File: src/rtl/core/vobs_pkg.sv
// ----------------------------------------------------------------------------
// Vertical overlap blend stitch package
// Shared types, sizes and register codes of the stitch block.
// ----------------------------------------------------------------------------
package vobs_pkg;

    localparam int unsigned MAX_WIDTH   = 1024;
    localparam int unsigned MAX_OVERLAP = 64;
    localparam int unsigned MAX_ROWS    = 4095;

    localparam int unsigned COL_W   = $clog2(MAX_WIDTH);
    localparam int unsigned SROW_W  = $clog2(MAX_OVERLAP);
    localparam int unsigned ADDR_W  = SROW_W + COL_W;
    localparam int unsigned ROW_W   = 12;
    localparam int unsigned NOVL_W  = 7;
    localparam int unsigned WIDTH_W = 11;
    localparam int unsigned PIX_W   = 24;
    localparam int unsigned CFG_W   = 12;

    localparam int unsigned BLEND_W     = 8 + SROW_W;
    localparam int unsigned RECIP_SHIFT = BLEND_W + SROW_W;
    localparam int unsigned RECIP_W     = RECIP_SHIFT + 1;

    localparam int unsigned QUEUE_DEPTH = 4;

    localparam logic [NOVL_W-1:0]  RESET_OVERLAP = NOVL_W'(30);
    localparam logic [WIDTH_W-1:0] RESET_WIDTH   = WIDTH_W'(640);
    localparam logic [ROW_W-1:0]   RESET_HEIGHT  = ROW_W'(480);

    typedef enum logic [1:0] {
        CFG_OVERLAP_ROWS  = 2'd0,
        CFG_IMAGE_WIDTH   = 2'd1,
        CFG_FIRST_HEIGHT  = 2'd2,
        CFG_SECOND_HEIGHT = 2'd3
    } vobs_cfg_idx_t;

    typedef enum logic [1:0] {
        OP_PASS  = 2'd0,
        OP_STORE = 2'd1,
        OP_BLEND = 2'd2
    } vobs_op_t;

    typedef struct packed {
        logic [7:0] ch0;
        logic [7:0] ch1;
        logic [7:0] ch2;
    } vobs_in_t;

    typedef struct packed {
        logic [7:0] out0;
        logic [7:0] out1;
        logic [7:0] out2;
        logic       frame_end;
    } vobs_out_t;

    typedef struct packed {
        vobs_op_t            op;
        logic [ADDR_W-1:0]   addr;
        logic [PIX_W-1:0]    pix;
        logic [SROW_W-1:0]   row_j;
        logic [NOVL_W-1:0]   n_ovl;
        logic                last;
    } vobs_cmd_t;

endpackage

File: src/rtl/core/vobs_queue.sv
// ----------------------------------------------------------------------------
// Stitch command queue
// Short FIFO of classified items between the front end and the back end.
// ----------------------------------------------------------------------------
module vobs_queue (
    input  logic                  aclk,
    input  logic                  aresetn,
    input  logic                  push,
    input  vobs_pkg::vobs_cmd_t   push_cmd,
    input  logic                  pop,
    output vobs_pkg::vobs_cmd_t   head_cmd,
    output logic                  full,
    output logic                  empty
);

    localparam int unsigned PtrW = $clog2(vobs_pkg::QUEUE_DEPTH);
    localparam int unsigned CntW = PtrW + 1;

    vobs_pkg::vobs_cmd_t  entry_reg [vobs_pkg::QUEUE_DEPTH];
    logic [PtrW-1:0]      wr_ptr_reg;
    logic [PtrW-1:0]      rd_ptr_reg;
    logic [CntW-1:0]      count_reg;
    logic                 do_push;
    logic                 do_pop;

    assign full     = count_reg == CntW'(vobs_pkg::QUEUE_DEPTH);
    assign empty    = count_reg == '0;
    assign do_push  = push && !full;
    assign do_pop   = pop && !empty;
    assign head_cmd = entry_reg[rd_ptr_reg];

    always_ff @(posedge aclk) begin
        if (do_push) begin
            entry_reg[wr_ptr_reg] <= push_cmd;
        end
    end

    always_ff @(posedge aclk) begin
        if (!aresetn) begin
            wr_ptr_reg <= '0;
            rd_ptr_reg <= '0;
            count_reg  <= '0;
        end else begin
            if (do_push) begin
                wr_ptr_reg <= wr_ptr_reg + PtrW'(1);
            end
            if (do_pop) begin
                rd_ptr_reg <= rd_ptr_reg + PtrW'(1);
            end
            if (do_push && !do_pop) begin
                count_reg <= count_reg + CntW'(1);
            end else if (do_pop && !do_push) begin
                count_reg <= count_reg - CntW'(1);
            end
        end
    end

    a_count_bound: assert property (@(posedge aclk) disable iff (!aresetn)
        count_reg <= CntW'(vobs_pkg::QUEUE_DEPTH))
        else $error("Queue count exceeds its depth.");

    a_push_grows: assert property (@(posedge aclk) disable iff (!aresetn)
        do_push && !do_pop |=> count_reg == $past(count_reg) + CntW'(1))
        else $error("Queue count did not grow on a push.");

    a_pop_shrinks: assert property (@(posedge aclk) disable iff (!aresetn)
        do_pop && !do_push |=> count_reg == $past(count_reg) - CntW'(1))
        else $error("Queue count did not shrink on a pop.");

endmodule

File: config.mk
export PLATFORM = sky130hd
export DESIGN_NAME = vobs_queue
export DESIGN_NICKNAME = d
export VERILOG_FILES = /design/src/rtl/core/vobs_pkg.sv /design/src/rtl/core/vobs_queue.sv
export SDC_FILE = /design/constraint.sdc
export NUM_CORES = 1
export LEC_CHECK = 0
export BUFFER_PORTS_ARGS = -buffer_cell sky130_fd_sc_hd__buf_2
export CAP_MARGIN = 20
export CORE_ASPECT_RATIO = 0.5
export CORE_MARGIN = 3
export CORE_UTILIZATION = 61
export DETAILED_ROUTE_END_ITERATION = 8
export GPL_ROUTABILITY_DRIVEN = 0
export PLACE_DENSITY = 0.84
export REMOVE_ABC_BUFFERS = 1
export SLEW_MARGIN = 20
export SYNTH_ARGS = -nofsm -noshare
export SYNTH_HDL_FRONTEND = slang
export SYNTH_SLANG_ARGS = --single-unit
File: constraint.sdc
create_clock -name aclk -period 4.8 [get_ports aclk]
set_clock_uncertainty 0.15 [all_clocks]
set_input_delay 0.48 -clock aclk [delete_from_list [all_inputs] [get_ports aclk]]
set_output_delay 0.48 -clock aclk [all_outputs]
set_load 0.01 [all_outputs]
# Word-level counts from Yosys, hierarchy flattened
# Memories as Yosys holds them, arrays and structs flattened. A register that Yosys moved wholly into a read port is not among the register bits.
# Index checks and enable logic that the tools add are counted.
# totals
romBits	0
input_bits	60
mem_count	1
latch_bits	0
register_bits	7
ramBits	224
output_inout_bits	58
wordCells	25
# op_classes
add_sub_neg	4
shift	0
bitwise_logic	0
muxes	6
div	0
reduce_logical	10
mul	0
n_eq_ne	1
magnitude_cmp	0
# mem_list
name	words	width	read_ports	rd_ports_with_merged_regs	write_ports	line_no	text
entry_reg	4	56	1	1	1	vobs_queue.sv:19	vobs_pkg::vobs_cmd_t entry_reg [vobs_pkg::QUEUE_DEPTH];
# ops
operator	n
two-way mux 3 bit	2
adder 2 x 1 -> 2 bit (second input constant)	2
logical AND 1 bit	4
logical NOT 1 bit	4
two-way mux 2 bit	2
adder 3 x 1 -> 3 bit (second input constant)	1
== test 3 bit (second input constant)	1
logical NOT 3 bit	1
subtractor 3 x 1 -> 3 bit (second input constant)	1
two-way mux 1 bit	2
nonzero test 2 bit	1

# Longest topological paths before layout
# Gate-level depths: netlist of run 1.
# logic_depth
depth_word	7
mapped_depth	9
depth_no_buf	8

# Worst setup path before layout of run 1
# Ideal clock, no wire load.
# synth_path
path_kind	register to register
from	register count_reg[0]
to	memory entry_reg[0][0] (netlist name), enable pin
arrival_time_ps	2171
path_slack_ps	2059
setup_time_ps	420
path_stages_with_launch	5
path_cell_list	dfxtp_1 nor3b_2 nor2b_1 buf_2 and2_1
# synth_between
elab_chain_len	5
# synth_rtl
element	line_no	text
start: declaration	vobs_queue.sv:22	logic [CntW-1:0] count_reg;
start signal: assignment	vobs_queue.sv:51	count_reg <= count_reg + CntW'(1);
start signal: assignment	vobs_queue.sv:53	count_reg <= count_reg - CntW'(1);
== test 3 bit	vobs_queue.sv:26	assign full = count_reg == CntW'(vobs_pkg::QUEUE_DEPTH);
via full	vobs_queue.sv:12	output logic full,
logical NOT 1 bit	vobs_queue.sv:28	assign do_push = push && !full;
logical AND 1 bit	vobs_queue.sv:28	
via do_push	vobs_queue.sv:23	logic do_push;
two-way mux 1 bit	vobs_queue.sv:33	if (do_push) begin
two-way mux 1 bit (implied by the code)	vobs_queue.sv:34	entry_reg[wr_ptr_reg] <= push_cmd;
end: declaration	vobs_queue.sv:19	
# The timed path passes the listed nets, and every way through them passes these cells.

==> results of run 1 <==
through the flow:
step | util (%) | power (W)
floorplan | - | 0.00339
global placement | 70.8 | 0.00379
detailed placement | 70.8 | 0.00382
CTS | 75.1 | 0.00525
global route | 75.1 | 0.00542
finish | 75.1 | 0.00520
synthesized netlist by cell type:
master / n / area [um^2]
a21boi_0: 1 / 7.51
and2_1: 8 / 50.1
buf_12: 4 / 80.1
buf_2: 6 / 30.0
buf_4: 1 / 7.51
buf_6: 1 / 11.3
clkbuf_1: 2 / 7.51
dfxtp_1: 9 / 180
edfxtp_1: 224 / 6730
fa_1: 1 / 20.0
ha_1: 5 / 62.6
inv_1: 3 / 11.3
mux2i_1: 3 / 30.0
mux4_2: 56 / 1260
nand2_1: 4 / 15.0
nor2b_1: 2 / 12.5
nor3_1: 1 / 5.00
nor3b_2: 1 / 12.5
o21ai_0: 1 / 5.00
o311ai_1: 1 / 8.76
o31ai_2: 1 / 12.5
or3_1: 1 / 6.26
xnor2_1: 3 / 26.3
xor2_1: 1 / 8.76
critical path: stages (launching register included):
cell     delay [ns]
dfxtp_4        0.85
buf_4          0.47
mux4_2         0.58
buf_2          0.16
cell type report:
type / instances / area share, %
Sequential cell: 233 / 69.7
Multi-Input combinational cell: 90 / 15.6
Timing Repair Buffer: 125 / 6.51
Clock buffer: 22 / 4.90
Tap cell: 186 / 2.34
Clock inverter: 12 / 0.832
Inverter: 3 / 0.113
Antenna cell: 1 / 0.0252
logic make-up after synthesis:
kind of cell               count (synthesis)
and+or+nand+nor                           17
buffers and inverters                     17
muxes                                     59
AOI/OAI and AO/OA                          4
DFF                                      233
adders and majority gates                  6
xor gates and xnor gates                   4
worst max-delay path by stage:
stage                                  end  slack (ns)  cells past startpoint
final                          head_cmd[2]        1.59                      3
after global routing           head_cmd[2]        1.36                      3
after CTS                      head_cmd[2]        1.52                      3
after detailed placement  entry_reg[3][43]        2.01                      4
after global placement        head_cmd[51]        2.03                      3
after floorplan                head_cmd[0]        1.08                      1
power by group:
part / switching (W) / internal [W] / total [W]
combinational: 0.000520 / 0.000586 / 0.00111
clock: 0.000655 / 0.000784 / 0.00144
sequential: 0.000181 / 0.00247 / 0.00265
total: 0.00136 / 0.00384 / 0.00520
metal layers:
layer	track usage, %	up-vias
li1	-	1701
met1	28.2	2020
met2	32.7	126
met3	3.70	30
met4	6.89	2
met5	0	-
==> impl_results.md, run 1 <==
* Max-cap violations at 0
* Met2 wire length at 7880 um
* Die width at 174 um
* Cells after DPL at 637
* Drt first pass iters at 4
* Post CTS Setup Buffer Count at 0
* Worst path arrival time at 2.58 ns
* Grt ovf at 0
* Post-route non-filler standard cell count at 672
* Hold Path Origin: push_cmd[55]
* GRT Total Usage at 20.1%
* Mux share of post-synthesis cell area at 15.0%
* Fmax at 0.311 GHz
* DP Wirelength at 9370 um
* Vias in the first global route at 4100
* P&R area growth vs syn at 15.4%
* Worst setup EP type: output pin
* Worst VDD drop at 325 uV
* Finish-stage setup viols at 0
* FF-to-FF End: entry_reg[3][27]
* Minimum clock period at 3.21 ns
* Root Driver: clkbuf_16
* Placed cell area at 9350 um^2
* Hold Vio Cnt, Final at 0
* H-Tree Depth at 1
* CTS tree: done
* I/O Pins at 118
* Synth Area in Compound Gates at 0.393%
* Initial core utilization at 65.1%
* Post-synthesis cell area at 8600 um^2
* Status: finished clean
* Tightest Pin Transition at 0.893 ns
* R2r startpoint: count_reg[0]
* Final Slew Violations at 0
* Port Buffers at 117
* Largest net degree at the start of global routing at 44
* WHS Path Cells at 1
* Residual DRC at 0
* Worst-path clk slew at 0.07 ns
* Post-Syn Instances at 340
* Hold Path Sink: entry_reg[2][55]
* Tightest Hold Check Type: in2reg
* CTS buffer count at 19
* Period utilization at 67.0%
* Clock buffer depth at 3
* Synth Register Bits at 233
* Crit path launch type: flip-flop
* Fill cells at 743
* Most frequent cells in the layout: 224 x edfxtp_1, 117 x buf_2, 56 x mux4_2
* WL met3 at 721 um
* M1 WL at 6430 um
* Core Footprint at 13200 um^2
* Die area at 15600 um^2
* CTS-repair resized insts at 0
* Storage cell area at 6910 um^2
* Xor/xnor cell area share of the yosys netlist at 0.407%
* Drt total wl at 15400 um
* Layout Nets at 538
* Yosys warns at 0
* Post-synthesis adder-cell area fraction at 0.960%
* Setup WS pre-CTS at 2.01 ns
* Max FO, Critical Path at 39
* Max reg flops at 224
* Top routing layer in use: met5
* Reg2reg path depth at 4
* Routed via count at 3879
* Post-synthesis sequential area ratio at 80.3%
* Layout cells sized above 1 at 44.3%
* Final std cell area, no fill at 9920 um^2
* Routed length per instance at 23.0 um
* Hold slack at 0.0587 ns
* Setup TNS at 0 ns
* Pleak at 3.34 nW
* Syn Area/Cell at 25.3 um^2
* Netlist cell types at 24
* Worst Slack Setup Final at 1.59 ns
* Largest family of logic cells by synthesized area: multiplexers
* Commonest non-fill, non-tap cell in the layout: edfxtp_1
* Clk_lat worst skew at 0.48 ns
* Hold buffer count at cts at 0
* Simple-Gate Fraction of Synth Area at 1.18%
* First-pass GRT wire length at 23700 um
* Worst Setup Path Type: reg2out
* Die Y at 90.0 um
* Area of the multi-input gates at 1550 um^2
* Rel. slew slack at 40.5%
* Vias/cell at 5.77
* Row count at 29
* Initial DRC count at 377
* Pwr/cell area at 524 nW/um^2
* R2r setup slk at 2.05 ns
* Initial antenna violation count at 2
* Critical Path RT at 4.17 ns
* DRT antenna net count at 0
* Clock Sinks at 233
* RSZ-0062 raised after global routing: false
Power figures use the tool's default switching activity.
==> run 2: changes to the inputs <==
--- a/config.mk
+++ b/config.mk
@@ -9,10 +9,10 @@
 export CAP_MARGIN = 20
 export CORE_ASPECT_RATIO = 0.5
 export CORE_MARGIN = 3
-export CORE_UTILIZATION = 61
+export CORE_UTILIZATION = 51
 export DETAILED_ROUTE_END_ITERATION = 8
 export GPL_ROUTABILITY_DRIVEN = 0
-export PLACE_DENSITY = 0.84
+export PLACE_DENSITY = 0.75
 export REMOVE_ABC_BUFFERS = 1
 export SLEW_MARGIN = 20
 export SYNTH_ARGS = -nofsm -noshare
==> constraint.sdc (replaced) <==
create_clock -name aclk -period 2.9 [get_ports aclk]
set_clock_uncertainty 0.15 [all_clocks]
set_input_delay 0.29 -clock aclk [delete_from_list [all_inputs] [get_ports aclk]]
set_output_delay 0.29 -clock aclk [all_outputs]
set_load 0.01 [all_outputs]
==> run 2 against run 1 <==
  * Die area rose by 19%
  * Largest cell class unchanged
  * Sequential power rose by 59%
  * Sequential cell count did not move
  * Register-to-register slack got worse by 1.5 ns
  * Worst setup slack got worse by 1.1 ns
  * Worst hold slack improved by 0.048 ns
  * Largest power group unchanged
  * Critical path type unchanged
==> impl_results.md, run 2 (synthesis results as in run 1) <==
* Status: finished clean
* Max FO, Critical Path at 28 (-28%)
* Pleak at 3.65 nW (+9.1%)
* Layout Nets at 600 (+12%)
* Rel. slew slack at 68.8% (+28 points)
* Port Buffers at 117 (unchanged)
* Family with the most delay on the worst path: multiplexers
* P&R area growth vs syn at 24.4%
* Vias/cell at 5.21 (-9.7%)
* Max-cap violations at 0 (unchanged)
* Die Y at 97.8 um (+8.7%)
* Pwr/cell area at 843 nW/um^2 (+61%)
* Initial core utilization at 54.0% (-11 points)
* Root Driver: clkbuf_16
* Max reg flops at 224 (unchanged)
* Clock Sinks at 233 (unchanged)
* Storage cell area at 6910 um^2 (about the same)
* Crit path launch type: flip-flop
* Area of the multi-input gates at 1550 um^2 (unchanged)
* Worst path arrival time at 1.93 ns (-0.65 ns)
* Worst Slack Setup Final at 0.529 ns (-1.06 ns)
* RSZ-0062 raised after global routing: false
* Layout cells sized above 1 at 39.8% (-4.5 points)
* Fill cells at 1060 (+43%)
* Drt first pass iters at 4 (unchanged)
* DRT antenna net count at 0 (unchanged)
* DP Wirelength at 8860 um (-5.4%)
* Residual DRC at 0 (unchanged)
* WP buf/inv at 2 (unchanged)
* WHS Path Cells at 4 (+3)
* Die area at 18500 um^2 (+19%)
* Minimum clock period at 2.37 ns
* Reg2reg path depth at 9 (+5)
* Worst VDD drop at 380 uV (+17%)
* CTS tree: done
* Tightest Hold Check Type: in2reg
* Largest stage delay on the critical path at 0.56 ns (-0.29 ns)
* Worst-path clk slew at 0.06 ns (about the same)
* Commonest non-fill, non-tap cell in the layout: edfxtp_1
* Setup WS pre-CTS at 0.568 ns (-1.45 ns)
* CP max-delay cell: mux4_2
* Initial antenna violation count at 0 (-2)
* Finish-stage setup viols at 0 (unchanged)
* Clk_lat worst skew at 0.48 ns (about the same)
* Ant. Diodes at 0 (-1)
* Die width at 190 um (+9.0%)
* Routed length per instance at 19.7 um (-14%)
* I/O Pins at 118 (unchanged)
* Largest net degree at the start of global routing at 57 (+30%)
* Most frequent cells in the layout: 224 x edfxtp_1, 117 x buf_2, 57 x dlygate4sd3_1
* Fmax at 0.422 GHz
* Clock buffer depth at 3 (unchanged)
* Worst Setup Path Type: reg2out
* CTS-repair resized insts at 0 (unchanged)
* Hold Vio Cnt, Final at 0 (unchanged)
* Row count at 32 (+10%)
* Vias in the first global route at 4410 (+7.6%)
* Grt ovf at 0 (unchanged)
* Power consumption at 0.00902 W (+73%)
* H-Tree Depth at 1 (unchanged)
* Drt total wl at 15200 um (-1.8%)
* CTS buffer count at 20 (+1)
* Hold buffer count at cts at 57 (+57)
* CP Depth at 3 (unchanged)
* Period utilization at 81.8%
* Cell breakdown of the critical path: buf_12 -> mux4_2 -> buf_2
* Worst setup EP type: output pin
* Critical Path RT at 2.46 ns (-1.71 ns)
* Initial DRC count at 271 (-28%)
* Final Slew Violations at 0 (unchanged)
* First-pass GRT wire length at 24600 um (+4.0%)
* Post CTS Setup Buffer Count at 0 (unchanged)
* GRT Total Usage at 17.1% (-3.0 points)
* Core Footprint at 15900 um^2 (+21%)
* Routed via count at 4008 (+3.3%)
* Tightest Pin Transition at 0.468 ns (-0.425 ns)
==> run 2: cell types whose count changed in the layout (fill, tap and decap cells not counted), sizes merged <==
cell	previous run	this run
buf	125	129
bufinv	1	3
clkbuf	22	27
clkinv	10	6
diode	1	0
dlygate4sd3	0	57
inv	4	3
==> run 2: cell type report <==
class | instances | area share, %
multi-input cells | 90 | 14.5
repair buffers | 186 | 12.0
clock buffers | 27 | 5.12
inverters | 3 | 0.105
well taps | 221 | 2.59
flip-flops and latches | 233 | 64.6
clock inverters | 9 | 1.06
==> run 2: worst reg2reg max path: cells and delay by family, from the launching register on <==
kind | cells | cell delay (ns)
fa+ha+maj | 2 | 0.57
simple gates | 3 | 0.51
flops | 1 | 0.50
buf+inv | 2 | 0.22
xor+xnor | 1 | 0.16
compound gates | 1 | 0.16
==> run 2: final timing paths <==
kind                                      end  slack (ns)     startpoint
worst max-delay path             head_cmd[14]        0.53      flip-flop
worst min-delay path                flip-flop        0.11            pop
worst max register to register   count_reg[2]        0.55   count_reg[0]
worst min register to register  wr_ptr_reg[1]        0.35  wr_ptr_reg[1]
==> run 2: where the power goes <==
part           internal [W]  switching, W  leakage (nW)
clock               0.00159       0.00109         0.320
combinational       0.00107       0.00104          1.20
sequential          0.00409      0.000132          2.13
==> run 2: per-stage QoR <==
stage / setup TNS, ns / cell area, um^2 / instances / utilization (%) / hold slack [ns]
2_1_floorplan: -35.49 / 8460 / 326 / - / 0.239
3_3_place_gp: 0 / 9460 / 676 / 59.4 / 0.337
3_5_place_dp: 0 / 9460 / 676 / 59.4 / 0.344
4_1_cts: 0 / 10700 / 769 / 67.1 / 0.0952
5_1_grt: 0 / 10700 / 769 / 67.1 / 0.127
6_report: 0 / 10700 / 769 / 67.1 / 0.107
==> run 2: per-layer routing <==
metal	vias to the layer above	part of all wire, %	GRT usage, %	wire [um]
li1	1830	-	-	-
met1	2086	44	23.7	6710
met2	73	51	28.8	7730
met3	19	3.3	3.19	506
met4	0	1.4	3.75	217
met5	-	0	0	0
