==> config.mk <==
export PLATFORM = sky130hd
export DESIGN_NAME = vobs_front
export DESIGN_NICKNAME = d
export VERILOG_FILES = /design/src/rtl/core/vobs_pkg.sv /design/src/rtl/core/vobs_front.sv
export SDC_FILE = /design/constraint.sdc
export NUM_CORES = 1
export LEC_CHECK = 0
export BUFFER_PORTS_ARGS = -buffer_cell sky130_fd_sc_hd__buf_2
export CORE_ASPECT_RATIO = 1.5
export CORE_UTILIZATION = 37
export DETAILED_ROUTE_END_ITERATION = 16
export SETUP_SLACK_MARGIN = 0.05
export SYNTH_ARGS = -nofsm -noshare
export SYNTH_HDL_FRONTEND = slang
export SYNTH_SLANG_ARGS = --single-unit
==> constraint.sdc <==
create_clock -name aclk -period 5.5 [get_ports aclk]
set_input_delay 0.55 -clock aclk [delete_from_list [all_inputs] [get_ports aclk]]
set_output_delay 0.55 -clock aclk [all_outputs]
set_load 0.1 [all_outputs]
==> src/rtl/core/vobs_pkg.sv <==
// ----------------------------------------------------------------------------
// Vertical overlap blend stitch package
// Shared types, sizes and register codes of the stitch block.
// ----------------------------------------------------------------------------
package vobs_pkg;

    localparam int unsigned MAX_WIDTH   = 1024;
    localparam int unsigned MAX_OVERLAP = 64;
    localparam int unsigned MAX_ROWS    = 4095;

    localparam int unsigned COL_W   = $clog2(MAX_WIDTH);
    localparam int unsigned SROW_W  = $clog2(MAX_OVERLAP);
    localparam int unsigned ADDR_W  = SROW_W + COL_W;
    localparam int unsigned ROW_W   = 12;
    localparam int unsigned NOVL_W  = 7;
    localparam int unsigned WIDTH_W = 11;
    localparam int unsigned PIX_W   = 24;
    localparam int unsigned CFG_W   = 12;

    localparam int unsigned BLEND_W     = 8 + SROW_W;
    localparam int unsigned RECIP_SHIFT = BLEND_W + SROW_W;
    localparam int unsigned RECIP_W     = RECIP_SHIFT + 1;

    localparam int unsigned QUEUE_DEPTH = 4;

    localparam logic [NOVL_W-1:0]  RESET_OVERLAP = NOVL_W'(30);
    localparam logic [WIDTH_W-1:0] RESET_WIDTH   = WIDTH_W'(640);
    localparam logic [ROW_W-1:0]   RESET_HEIGHT  = ROW_W'(480);

    typedef enum logic [1:0] {
        CFG_OVERLAP_ROWS  = 2'd0,
        CFG_IMAGE_WIDTH   = 2'd1,
        CFG_FIRST_HEIGHT  = 2'd2,
        CFG_SECOND_HEIGHT = 2'd3
    } vobs_cfg_idx_t;

    typedef enum logic [1:0] {
        OP_PASS  = 2'd0,
        OP_STORE = 2'd1,
        OP_BLEND = 2'd2
    } vobs_op_t;

    typedef struct packed {
        logic [7:0] ch0;
        logic [7:0] ch1;
        logic [7:0] ch2;
    } vobs_in_t;

    typedef struct packed {
        logic [7:0] out0;
        logic [7:0] out1;
        logic [7:0] out2;
        logic       frame_end;
    } vobs_out_t;

    typedef struct packed {
        vobs_op_t            op;
        logic [ADDR_W-1:0]   addr;
        logic [PIX_W-1:0]    pix;
        logic [SROW_W-1:0]   row_j;
        logic [NOVL_W-1:0]   n_ovl;
        logic                last;
    } vobs_cmd_t;

endpackage

==> src/rtl/core/vobs_front.sv <==
// ----------------------------------------------------------------------------
// Stitch front end
// Holds the configuration, counts rows and columns and classifies each item.
// ----------------------------------------------------------------------------
module vobs_front (
    input  logic                          aclk,
    input  logic                          aresetn,
    input  logic                          cfg_valid,
    output logic                          cfg_ready,
    input  logic [1:0]                    cfg_index,
    input  logic [vobs_pkg::CFG_W-1:0]    cfg_data,
    input  logic                          s_valid,
    output logic                          s_ready,
    input  vobs_pkg::vobs_in_t            s_data,
    input  logic                          q_full,
    output logic                          q_push,
    output vobs_pkg::vobs_cmd_t           q_cmd
);

    logic [vobs_pkg::NOVL_W-1:0]  overlap_reg;
    logic [vobs_pkg::WIDTH_W-1:0] width_reg;
    logic [vobs_pkg::ROW_W-1:0]   h1_reg;
    logic [vobs_pkg::ROW_W-1:0]   h2_reg;

    logic [vobs_pkg::ROW_W-1:0]   row_reg, row_next;
    logic [vobs_pkg::COL_W-1:0]   col_reg, col_next;
    logic                         phase_reg, phase_next;

    logic [vobs_pkg::NOVL_W-1:0]  n_eff;
    logic [vobs_pkg::WIDTH_W-1:0] w_eff;
    logic [vobs_pkg::ROW_W-1:0]   h1_eff;
    logic [vobs_pkg::ROW_W-1:0]   h2_eff;
    logic [vobs_pkg::ROW_W:0]     row_plus_n;
    logic [vobs_pkg::ROW_W:0]     row_plus_1;
    logic [vobs_pkg::SROW_W-1:0]  srow;
    logic                         row_end;
    logic                         last;
    vobs_pkg::vobs_op_t           op;

    assign cfg_ready = 1'b1;
    assign s_ready   = !q_full;
    assign q_push    = s_valid && s_ready;

    always_ff @(posedge aclk) begin
        if (!aresetn) begin
            overlap_reg <= vobs_pkg::RESET_OVERLAP;
            width_reg   <= vobs_pkg::RESET_WIDTH;
            h1_reg      <= vobs_pkg::RESET_HEIGHT;
            h2_reg      <= vobs_pkg::RESET_HEIGHT;
        end else if (cfg_valid) begin
            case (cfg_index)
                vobs_pkg::CFG_OVERLAP_ROWS: begin
                    overlap_reg <= cfg_data[vobs_pkg::NOVL_W-1:0];
                end
                vobs_pkg::CFG_IMAGE_WIDTH: begin
                    width_reg <= cfg_data[vobs_pkg::WIDTH_W-1:0];
                end
                vobs_pkg::CFG_FIRST_HEIGHT: begin
                    h1_reg <= cfg_data[vobs_pkg::ROW_W-1:0];
                end
                vobs_pkg::CFG_SECOND_HEIGHT: begin
                    h2_reg <= cfg_data[vobs_pkg::ROW_W-1:0];
                end
                default: begin
                end
            endcase
        end
    end

    always_comb begin
        if (overlap_reg == '0) begin
            n_eff = vobs_pkg::NOVL_W'(1);
        end else if (overlap_reg > vobs_pkg::NOVL_W'(vobs_pkg::MAX_OVERLAP)) begin
            n_eff = vobs_pkg::NOVL_W'(vobs_pkg::MAX_OVERLAP);
        end else begin
            n_eff = overlap_reg;
        end
        if (width_reg == '0) begin
            w_eff = vobs_pkg::WIDTH_W'(1);
        end else if (width_reg > vobs_pkg::WIDTH_W'(vobs_pkg::MAX_WIDTH)) begin
            w_eff = vobs_pkg::WIDTH_W'(vobs_pkg::MAX_WIDTH);
        end else begin
            w_eff = width_reg;
        end
        if (h1_reg == '0) begin
            h1_eff = vobs_pkg::ROW_W'(1);
        end else if (h1_reg > vobs_pkg::ROW_W'(vobs_pkg::MAX_ROWS)) begin
            h1_eff = vobs_pkg::ROW_W'(vobs_pkg::MAX_ROWS);
        end else begin
            h1_eff = h1_reg;
        end
        if (h2_reg == '0) begin
            h2_eff = vobs_pkg::ROW_W'(1);
        end else if (h2_reg > vobs_pkg::ROW_W'(vobs_pkg::MAX_ROWS)) begin
            h2_eff = vobs_pkg::ROW_W'(vobs_pkg::MAX_ROWS);
        end else begin
            h2_eff = h2_reg;
        end
    end

    always_comb begin
        row_plus_n = {1'b0, row_reg} + (vobs_pkg::ROW_W + 1)'(n_eff);
        row_plus_1 = {1'b0, row_reg} + (vobs_pkg::ROW_W + 1)'(1);
        row_end    = ({1'b0, col_reg} + vobs_pkg::WIDTH_W'(1)) >= w_eff;
        srow       = row_reg[vobs_pkg::SROW_W-1:0];
        op         = vobs_pkg::OP_PASS;
        last       = 1'b0;
        if (!phase_reg) begin
            if (row_plus_n >= {1'b0, h1_eff}) begin
                op   = vobs_pkg::OP_STORE;
                srow = vobs_pkg::SROW_W'(row_plus_n - {1'b0, h1_eff});
            end
        end else begin
            if (row_reg < vobs_pkg::ROW_W'(n_eff)) begin
                op = vobs_pkg::OP_BLEND;
            end
            last = row_end && (row_plus_1 >= {1'b0, h2_eff});
        end

        q_cmd.op    = op;
        q_cmd.addr  = {srow, col_reg};
        q_cmd.pix   = {s_data.ch2, s_data.ch1, s_data.ch0};
        q_cmd.row_j = row_reg[vobs_pkg::SROW_W-1:0];
        q_cmd.n_ovl = n_eff;
        q_cmd.last  = last;

        row_next   = row_reg;
        col_next   = col_reg;
        phase_next = phase_reg;
        if (row_end) begin
            col_next = '0;
            if (!phase_reg) begin
                if (row_plus_1 >= {1'b0, h1_eff}) begin
                    phase_next = 1'b1;
                    row_next   = '0;
                end else begin
                    row_next = row_plus_1[vobs_pkg::ROW_W-1:0];
                end
            end else if (last) begin
                phase_next = 1'b0;
                row_next   = '0;
            end else begin
                row_next = row_plus_1[vobs_pkg::ROW_W-1:0];
            end
        end else begin
            col_next = col_reg + vobs_pkg::COL_W'(1);
        end
    end

    always_ff @(posedge aclk) begin
        if (!aresetn) begin
            row_reg   <= '0;
            col_reg   <= '0;
            phase_reg <= 1'b0;
        end else if (q_push) begin
            row_reg   <= row_next;
            col_reg   <= col_next;
            phase_reg <= phase_next;
        end
    end

endmodule

-- Word-level counts from Yosys, hierarchy flattened
Cells that the tools add are included.
- flip-flop bits (word level): 65
- bits of input ports: 43
- word-level logic and storage cells: 58
- $add $sub $neg: 5
- order comparisons: 9
- equality and inequality tests: 3
- multiplexer cells: 21
- reductions and logical operators: 13
- operators by type and width (cell ; count):
    2-to-1 mux 12 bit ; 7
    >= comparator 13 x 12 -> 1 bit ; 3
    greater-than comparator 12 bit (second input constant) ; 2
    zero test 12 bit ; 2
    2-to-1 mux 11 bit ; 2
    2-to-1 mux 7 bit ; 2
    adder 12 x 1 -> 13 bit (second input constant) ; 1
    adder 12 x 7 -> 13 bit ; 1
    less-than comparator 12 x 7 -> 1 bit ; 1
    2-to-1 mux 6 bit ; 2
    adder 10 x 1 -> 11 bit (second input constant) ; 1
    >= comparator 11 bit ; 1
    greater-than comparator 11 bit (second input constant) ; 1
    zero test 11 bit ; 1
    adder 10 x 1 -> 10 bit (second input constant) ; 1
    2-to-1 mux 10 bit ; 1
    AND reduction 2 bit ; 5
    greater-than comparator 7 bit (second input constant) ; 1
    zero test 7 bit ; 1
    subtractor 6 bit ; 1
    2-to-1 mux 1 bit ; 5
    equality test 2 bit (second input constant) ; 2
    2-to-1 mux 2 bit ; 2
    equality test 2 x 1 -> 1 bit (second input constant) ; 1
    3 further kinds ; 4

-- Longest topological paths before layout
Gate-level depths: netlist of run 1.
- depth after elaboration: 8
- gate-level depth with buffers: 19

-- Worst setup path after synthesis of run 1
OpenSTA, ideal clock, no wires.
- kind: register to output
- start point: reg overlap_reg[1] (netlist bit)
- end point: out q_cmd[48] (netlist bit)
- arrival: 6240 ps
- data required time: 4950 ps
- path slack: -1290 ps
- cell stages (with the launch flop): 18
- cell sequence: dfxtp_1 nor3_1 a21oi_1 nor2_1 ha_1 inv_1 fa_1 o21bai_1 a21oi_1 o21a_2 nor4_1 xor2_1 ha_1 a21o_1 a21oi_1 o31ai_2 o31ai_4 mux2i_1
- RTL lines (what ; line ; text):
    start, declared ; vobs_front.sv:20 ; logic [vobs_pkg::NOVL_W-1:0] overlap_reg;
    start signal, assigned ; vobs_front.sv:46 ; overlap_reg <= vobs_pkg::RESET_OVERLAP;
    start signal, assigned ; vobs_front.sv:53 ; overlap_reg <= cfg_data[vobs_pkg::NOVL_W-1:0];
    end, declared ; vobs_front.sv:17 ; output vobs_pkg::vobs_cmd_t q_cmd

==> flow_metrics.py, run 1 <==
metrics = {
    "setup_path": {
        "worst_r2r_path_depth": 11,
        "critical_path_buf_inv_count": 3,
        "crit_path_max_incr_delay_ns": 0.41,
        "critPathLaunch": "overlap_reg[1]",
        "critical_path.slowest_cell": "fa_1",
        "critPathCaptureType": "primary output",
        "critPathKind": "reg2out",
        "wp_data_required_ns": 4.95,
        "cp_max_fo": 7,
        "r2r_end": "row_reg[0]",
        "critical_path.reg2reg.startpoint": "col_reg[0]",
        "cpMostUsedCell": "a21oi_1",
        "critical-path-top-delay-family": "compound AO/OA/AOI/OAI gates",
        "worst_r2r_setup_slack_ns": 1.94,
        "critical_path.cell_chain": "nor3_1, a21oi_1, nor2_2, ha_1, inv_1, fa_1, o21bai_1, a21oi_1, o21a_2, nor4_1, xor2_1, ha_1, a21o_1, a21oi_1, o31ai_2, o31ai_4, buf_12, mux2_2, buf_2",
        "path_depth": 19,
        "critical_path_arrival_ns": 4.62,
        "setup.worst_path.start_class": "register",
    },
    "sta": {
        "tightestPinTransition_ns": 1.05,
        "setup-violations-final": 0,
        "fin_worst_skew_ns": 0.00851,
        "timing.final.ws_setup_ns": 0.328,
        "post-route-min-period_ns": 5.17,
        "maxSlewViolCount": 0,
        "timing.final.hold_violations": 0,
        "worst_hold_margin_ns": 0.460,
        "max_slew_margin_pct": 29.5,
        "timing.setup.tns_ns": 0,
        "max_freq_ghz": 0.193,
        "fin_crit_sh_pct": 94.0,
        "grt_setup_unrepaired": "false",
    },
    "floorplanning": {
        "placeableCoreArea_um2": 13000,
        "start_util_pct": 37.9,
        "dieArea_um2": 13700,
        "die_h_um": 143,
        "floorplan.rows": 51,
        "num_io_pins": 102,
        "die-width_um": 96.1,
    },
    "routing": {
        "drtIter0Drc": 160,
        "routed-wl-met3_um": 625,
        "remaining_drc_errors": 0,
        "detailedRoute.firstPassIterationCount": 4,
        "post_drt_via_cell_ratio": 5.32,
        "routed.top_layer": "met4",
        "wl_met1_mm": 5.09,
        "postRouteWirelength_mm": 12.9,
        "antenna_violating_nets_post_route": 0,
        "wl_met2_mm": 6.47,
        "routed_wire_length_per_instance_um": 16.2,
        "vias": 4244,
    },
    "final_layout": {
        "fin_nets": 743,
        "layout_commonest_cell": "nand2_1",
        "design_area_um2": 5400,
        "final_core_utilization_pct": 41.7,
        "num_antenna_cells": 0,
        "final_cell_count_no_fill": 797,
        "layout_common_cells": "109 x nand2_1, 65 x ha_1, 65 x dfxtp_1, 51 x a21oi_1, 51 x buf_2",
        "area_delta_synth_final_pct": 9.94,
        "final_layout_size_suffix_gt1_share_pct": 13.6,
        "fillers": 1324,
    },
    "grt": {
        "track_usage_pct": 20.4,
        "grt_antenna_before_repair": 0,
        "first_pass_grt_wire_length_mm": 21.0,
        "grt.overflow.total": 0,
        "vias_in_the_first_global_route": 4301,
        "grt_max_degree": 36,
    },
    "placement": {
        "pre_cts_slack_ns": 0.642,
        "dp.final_hpwl_mm": 10.2,
        "placedCellCount": 780,
        "placed_cell_area_um2": 5070,
        "buffer_ports.inserted": 52,
        "place_congestion": 0.967,
    },
    "clock_network": {
        "cts.root.buffer_cell": "clkbuf_16",
        "worst_skew_pair.late_latency_ns": 0.34,
        "cts.clk_slew.worst_paths_ns": 0.06,
        "cts.sinks": 65,
        "tritoncts": "yes",
        "number_of_buffers_created_by_cts": 9,
        "cts_htree_levels": 3,
        "cts_max_path_buffers": 2,
    },
    "synth": {
        "synth_cell_type_count": 58,
        "synth_edf_count": 0,
        "synth_seq_area_share_pct": 26.5,
        "post_synth_instance_area_um2": 4910,
        "mean_syn_cell_area_um2": 7.91,
        "netlist_instances": 621,
        "synth-main-ff-cell": "dfxtp_1",
        "ys_async_sr_fraction_pct": 0,
        "postSynthNetCount": 731,
        "synthesis_stage_register_bit_count": 65,
        "yosys_warnings": 0,
    },
    "pwr": {
        "clock_power_share_pct": 47.5,
        "power.switching_mw": 0.358,
        "sw_frac_of_total_pct": 28.8,
        "share_seq_of_total_power_pct": 39.8,
        "ir_drop_mv": 0.130,
        "internal_power_mw": 0.884,
        "comb_power_share_pct": 12.7,
        "total_power_mw": 1.24,
        "power.static_leakage_nw": 2.48,
        "power.density_nw_per_um2": 230,
    },
    "min_path": {
        "worst_case_hold_path_end_point": "h1_reg[0]",
        "worstHoldPathCells": 2,
        "type_of_the_most_critical_hold_path": "reg2reg",
        "min-delay-start": "h1_reg[0]",
    },
    "run": {
        "cap_violations": 0,
    },
    "outcome": {
        "status": "complete, no violations",
    },
}
cell type report:
| type | count | area (um2) | share of cell area (%) |
|---|---|---|---|
| well taps | 159 | 199 | 3.69 |
| inverters | 44 | 165 | 3.06 |
| clock inverters | 7 | 78.8 | 1.46 |
| flip-flops and latches | 65 | 1300 | 24.1 |
| clock buffers | 9 | 225 | 4.17 |
| repair buffers | 55 | 298 | 5.52 |
| multi-input cells | 458 | 3130 | 58.0 |
Yosys cell counts, types with 3 or more instances:
| library cell | n | area share, % |
|---|---|---|
| a31oi_1 | 4 | 0.51 |
| mux2_2 | 4 | 0.92 |
| dfxtp_1 | 65 | 27 |
| mux2i_1 | 7 | 1.4 |
| a21o_1 | 8 | 1.2 |
| nor4_1 | 8 | 1.0 |
| o21bai_1 | 3 | 0.46 |
| a32o_1 | 8 | 1.6 |
| nor2b_1 | 6 | 0.76 |
| xor2_1 | 19 | 3.4 |
| nand4_1 | 8 | 1.0 |
| ha_1 | 65 | 17 |
| nor2_1 | 35 | 2.7 |
| clkbuf_1 | 16 | 1.2 |
| nand3_1 | 20 | 2.0 |
| o21ai_0 | 12 | 1.2 |
| buf_2 | 3 | 0.31 |
| nand2_1 | 109 | 8.3 |
| o21a_1 | 3 | 0.46 |
| and3_1 | 13 | 1.7 |
| o211ai_1 | 8 | 1.2 |
| nand2b_1 | 4 | 0.51 |
| a21oi_1 | 51 | 5.2 |
| inv_1 | 42 | 3.2 |
| xnor2_1 | 21 | 3.7 |
| a211oi_1 | 3 | 0.46 |
| nor3_1 | 7 | 0.71 |
| buf_4 | 32 | 4.9 |
worst max path at each step:
stage	to	slack (ns)
after floorplan	q_cmd[51]	0.07
after CTS	q_cmd[48]	0.25
final	q_cmd[52]	0.33
after detailed placement	q_cmd[48]	0.64
after global routing	q_cmd[52]	0.03
after global placement	q_cmd[48]	0.75
kinds of logic (layout without fill, tap and decap cells):
group / Yosys count / count (layout) / share of synthesized area, %
fa+ha+maj: 67 / 67 / 17.4
flops: 65 / 65 / 26.5
xor+xnor: 40 / 40 / 7.14
simple gates: 218 / 218 / 20.0
other cells: 1 / 1 / 0.0764
buf+inv: 98 / 115 / 10.0
mux: 12 / 12 / 2.57
compound gates: 120 / 120 / 16.3
tightest hold or removal path: stages, from the launching register on:
cell and delay (ns):
dfxtp_1 0.31, nand2_1 0.05, a21oi_1 0.05
power groups by stage:
stage | clock [mW] | sequential [mW] | combinational, mW
after floorplan | 0 | 0.508 | 0.193
after global placement | 0 | 0.504 | 0.156
after detailed placement | 0 | 0.504 | 0.159
after CTS | 0.598 | 0.494 | 0.159
after global routing | 0.618 | 0.495 | 0.176
final | 0.591 | 0.494 | 0.158
metal layers:
| layer | vias to the layer above | GRT usage, % |
|---|---|---|
| met4 | 0 | 14.1 |
| met1 | 1953 | 21.0 |
| met3 | 42 | 3.99 |
| met5 | - | 0 |
| met2 | 109 | 36.1 |
| li1 | 2140 | - |
repair_timing:
item | 4_1_cts | 5_1_grt
endpoints found under the setup margin | 0 | 6
buffers inserted | 0 | 1
resized for setup | 0 | 1
hold buffers | 0 | 0
No activity file was read; power rests on OpenSTA's default activity.
==> inputs of run 2 (changes only) <==
--- a/config.mk
+++ b/config.mk
@@ -7,8 +7,9 @@
 export LEC_CHECK = 0
 export BUFFER_PORTS_ARGS = -buffer_cell sky130_fd_sc_hd__buf_2
 export CORE_ASPECT_RATIO = 1.5
-export CORE_UTILIZATION = 37
+export CORE_UTILIZATION = 55
 export DETAILED_ROUTE_END_ITERATION = 16
+export PLACE_DENSITY = 0.8
 export SETUP_SLACK_MARGIN = 0.05
 export SYNTH_ARGS = -nofsm -noshare
 export SYNTH_HDL_FRONTEND = slang
==> constraint.sdc (replaced) <==
create_clock -name aclk -period 5.5 [get_ports aclk]
set_input_delay 0.825 -clock aclk [delete_from_list [all_inputs] [get_ports aclk]]
set_output_delay 0.825 -clock aclk [all_outputs]
set_load 0.1 [all_outputs]
==> run 2 against run 1 <==
Fmax fell by 0.79%. Core utilization rose by 22 points. First-iteration DRC count rose by 63%. Sequential share of layout area barely moved. Cell area fell by 0.12%. Critical path depth did not move. Clock-buffer cell count rose by 1. Routed wire length fell by 0.73%. Critical path type unchanged. Largest cell class unchanged. Highest routed layer unchanged.
==> flow_metrics.py, run 2 (synthesized netlist as in run 1, its figures left out) <==
metrics = {
    "outcome": {
        "status": "complete, no violations",
    },
    "sta": {
        "post-route-min-period_ns": 5.21,
        "tightestPinTransition_ns": 1.10,
        "max_slew_margin_pct": 26.4,
        "timing.final.hold_violations": 0,
        "fin_worst_skew_ns": 0.00709,
        "setup-violations-final": 0,
        "timing.final.ws_setup_ns": 0.287,
        "timing.setup.tns_ns": 0,
        "max_freq_ghz": 0.192,
        "maxSlewViolCount": 0,
        "fin_crit_sh_pct": 94.8,
        "grt_setup_unrepaired": "false",
        "worst_hold_margin_ns": 0.466,
    },
    "final_layout": {
        "fin_nets": 743,
        "layout_common_cells": "109 x nand2_1, 65 x ha_1, 65 x dfxtp_1, 48 x a21oi_1, 46 x buf_2",
        "area_delta_synth_final_pct": 9.81,
        "layout_commonest_cell": "nand2_1",
        "fillers": 735,
        "final_layout_size_suffix_gt1_share_pct": 14.3,
        "final_core_utilization_pct": 63.3,
        "num_antenna_cells": 0,
    },
    "routing": {
        "detailedRoute.firstPassIterationCount": 5,
        "remaining_drc_errors": 0,
        "postRouteWirelength_mm": 12.8,
        "routed_wire_length_per_instance_um": 17.2,
        "vias": 4402,
        "drtIter0Drc": 260,
        "antenna_violating_nets_post_route": 0,
        "post_drt_via_cell_ratio": 5.92,
    },
    "grt": {
        "first_pass_grt_wire_length_mm": 21.1,
        "grt_antenna_before_repair": 0,
        "grt.met2_usage_pct": 52.9,
        "track_usage_pct": 29.0,
        "grt_use_met3_pct": 5.43,
        "grt.overflow.total": 0,
        "met1_usage_pct": 29.5,
        "vias_in_the_first_global_route": 4534,
        "grt-busiest-layer": "met2",
        "grt_max_degree": 36,
    },
    "setup_path": {
        "worst_r2r_setup_slack_ns": 1.93,
        "critical_path.reg2reg.startpoint": "col_reg[0]",
        "cp_max_fo": 7,
        "critPathKind": "reg2out",
        "r2r_end": "col_reg[1]",
        "critPathLaunch": "overlap_reg[1]",
        "cp_endpoint": "q_cmd[50]",
        "critical_path_arrival_ns": 4.39,
        "worst_r2r_path_depth": 11,
        "critPathCaptureType": "primary output",
        "wp_data_required_ns": 4.68,
        "setup.worst_path.start_class": "register",
    },
    "floorplanning": {
        "die_h_um": 118,
        "dieArea_um2": 9320,
        "start_util_pct": 57.7,
        "floorplan.rows": 41,
        "placeableCoreArea_um2": 8520,
        "num_io_pins": 102,
        "die-width_um": 79.1,
    },
    "clock_network": {
        "cts.root.buffer_cell": "clkbuf_16",
        "tritoncts": "yes",
        "cts.clk_slew.worst_paths_ns": 0.06,
        "worst_skew_pair.late_latency_ns": 0.34,
        "number_of_buffers_created_by_cts": 9,
        "cts_max_path_buffers": 2,
        "cts.sinks": 65,
        "cts_htree_levels": 3,
    },
    "pwr": {
        "power.switching_mw": 0.338,
        "comb_power_share_pct": 13.1,
        "clock_power_share_pct": 46.6,
        "power.static_leakage_nw": 2.51,
        "ir_drop_mv": 0.168,
        "share_seq_of_total_power_pct": 40.3,
        "power.density_nw_per_um2": 228,
        "sw_frac_of_total_pct": 27.5,
        "internal_power_mw": 0.889,
    },
    "run": {
        "cap_violations": 0,
    },
    "placement": {
        "place_congestion": 1.05,
        "buffer_ports.inserted": 52,
        "dp.final_hpwl_mm": 9.76,
        "pre_cts_slack_ns": 0.360,
    },
    "min_path": {
        "type_of_the_most_critical_hold_path": "reg2reg",
    },
}
run 2: cell count changes in the layout (fill, tap and decap cells not counted), sizes merged:
cell      change
clkinv        +2
clkinvlp      -2
inv           -2
buf           +1
run 2: final cells by class:
| type | instances | area (um2) | share of cell area (%) |
|---|---|---|---|
| Multi-Input combinational cell | 458 | 3170 | 58.7 |
| Tap cell | 107 | 134 | 2.48 |
| Timing Repair Buffer | 55 | 329 | 6.10 |
| Inverter | 44 | 165 | 3.06 |
| Clock buffer | 10 | 239 | 4.43 |
| Sequential cell | 65 | 1300 | 24.1 |
| Clock inverter | 5 | 56.3 | 1.04 |
run 2: timing repair:
action                                  in CTS  in global routing
hold buffers                                 0                  0
resized for setup                            1                 21
endpoints found under the setup margin       5                  7
setup buffers                                1                  0
pin swaps                                    1                  2
run 2: worst min-delay path by stage:
| stage | start | end | cells after the start |
|---|---|---|---|
| 5_1_grt | h2_reg[0] | h2_reg[0] | 2 |
| 3_3_place_gp | h1_reg[0] | h1_reg[0] | 2 |
| 3_5_place_dp | h2_reg[0] | h2_reg[0] | 2 |
| 4_1_cts | h2_reg[0] | h2_reg[0] | 2 |
| 6_report | h2_reg[0] | h2_reg[0] | 2 |
| 2_1_floorplan | h1_reg[0] | h1_reg[0] | 2 |
run 2: through the flow:
| stage | cell area, um2 | std cells | power [mW] |
|---|---|---|---|
| 2_1_floorplan | 4930 | 621 | 0.701 |
| 3_3_place_gp | 5010 | 728 | 0.656 |
| 3_5_place_dp | 5010 | 728 | 0.661 |
| 4_1_cts | 5330 | 744 | 1.23 |
| 5_1_grt | 5390 | 744 | 1.27 |
| 6_report | 5390 | 744 | 1.23 |
run 2: critical path, cell delays in order, from the launching register on:
cell and delay, ns:
dfxtp_1 0.33, nor3_2 0.21, a21oi_2 0.10, nor2_4 0.12
ha_1 0.18, inv_1 0.06, fa_1 0.39, o21bai_1 0.19
a21oi_2 0.11, o21a_2 0.25, nor4_4 0.30, xor2_1 0.20
ha_1 0.27, a21o_1 0.17, a21oi_2 0.15, o31ai_2 0.10
o31ai_4 0.22, buf_12 0.16, mux2_2 0.35, buf_6 0.19
run 2: metal layers:
layer / up-vias / share of wire, %
li1: 2132 / -
met1: 2067 / 38
met2: 159 / 53
met3: 44 / 4.2
met4: 0 / 5.3
met5: - / 0
run 2: power groups by stage:
stage | logic [mW] | clock network [mW] | registers (mW)
floorplan | 0.193 | 0 | 0.508
global placement | 0.153 | 0 | 0.504
detailed placement | 0.157 | 0 | 0.504
CTS | 0.158 | 0.576 | 0.494
global route | 0.175 | 0.596 | 0.496
finish | 0.160 | 0.572 | 0.495
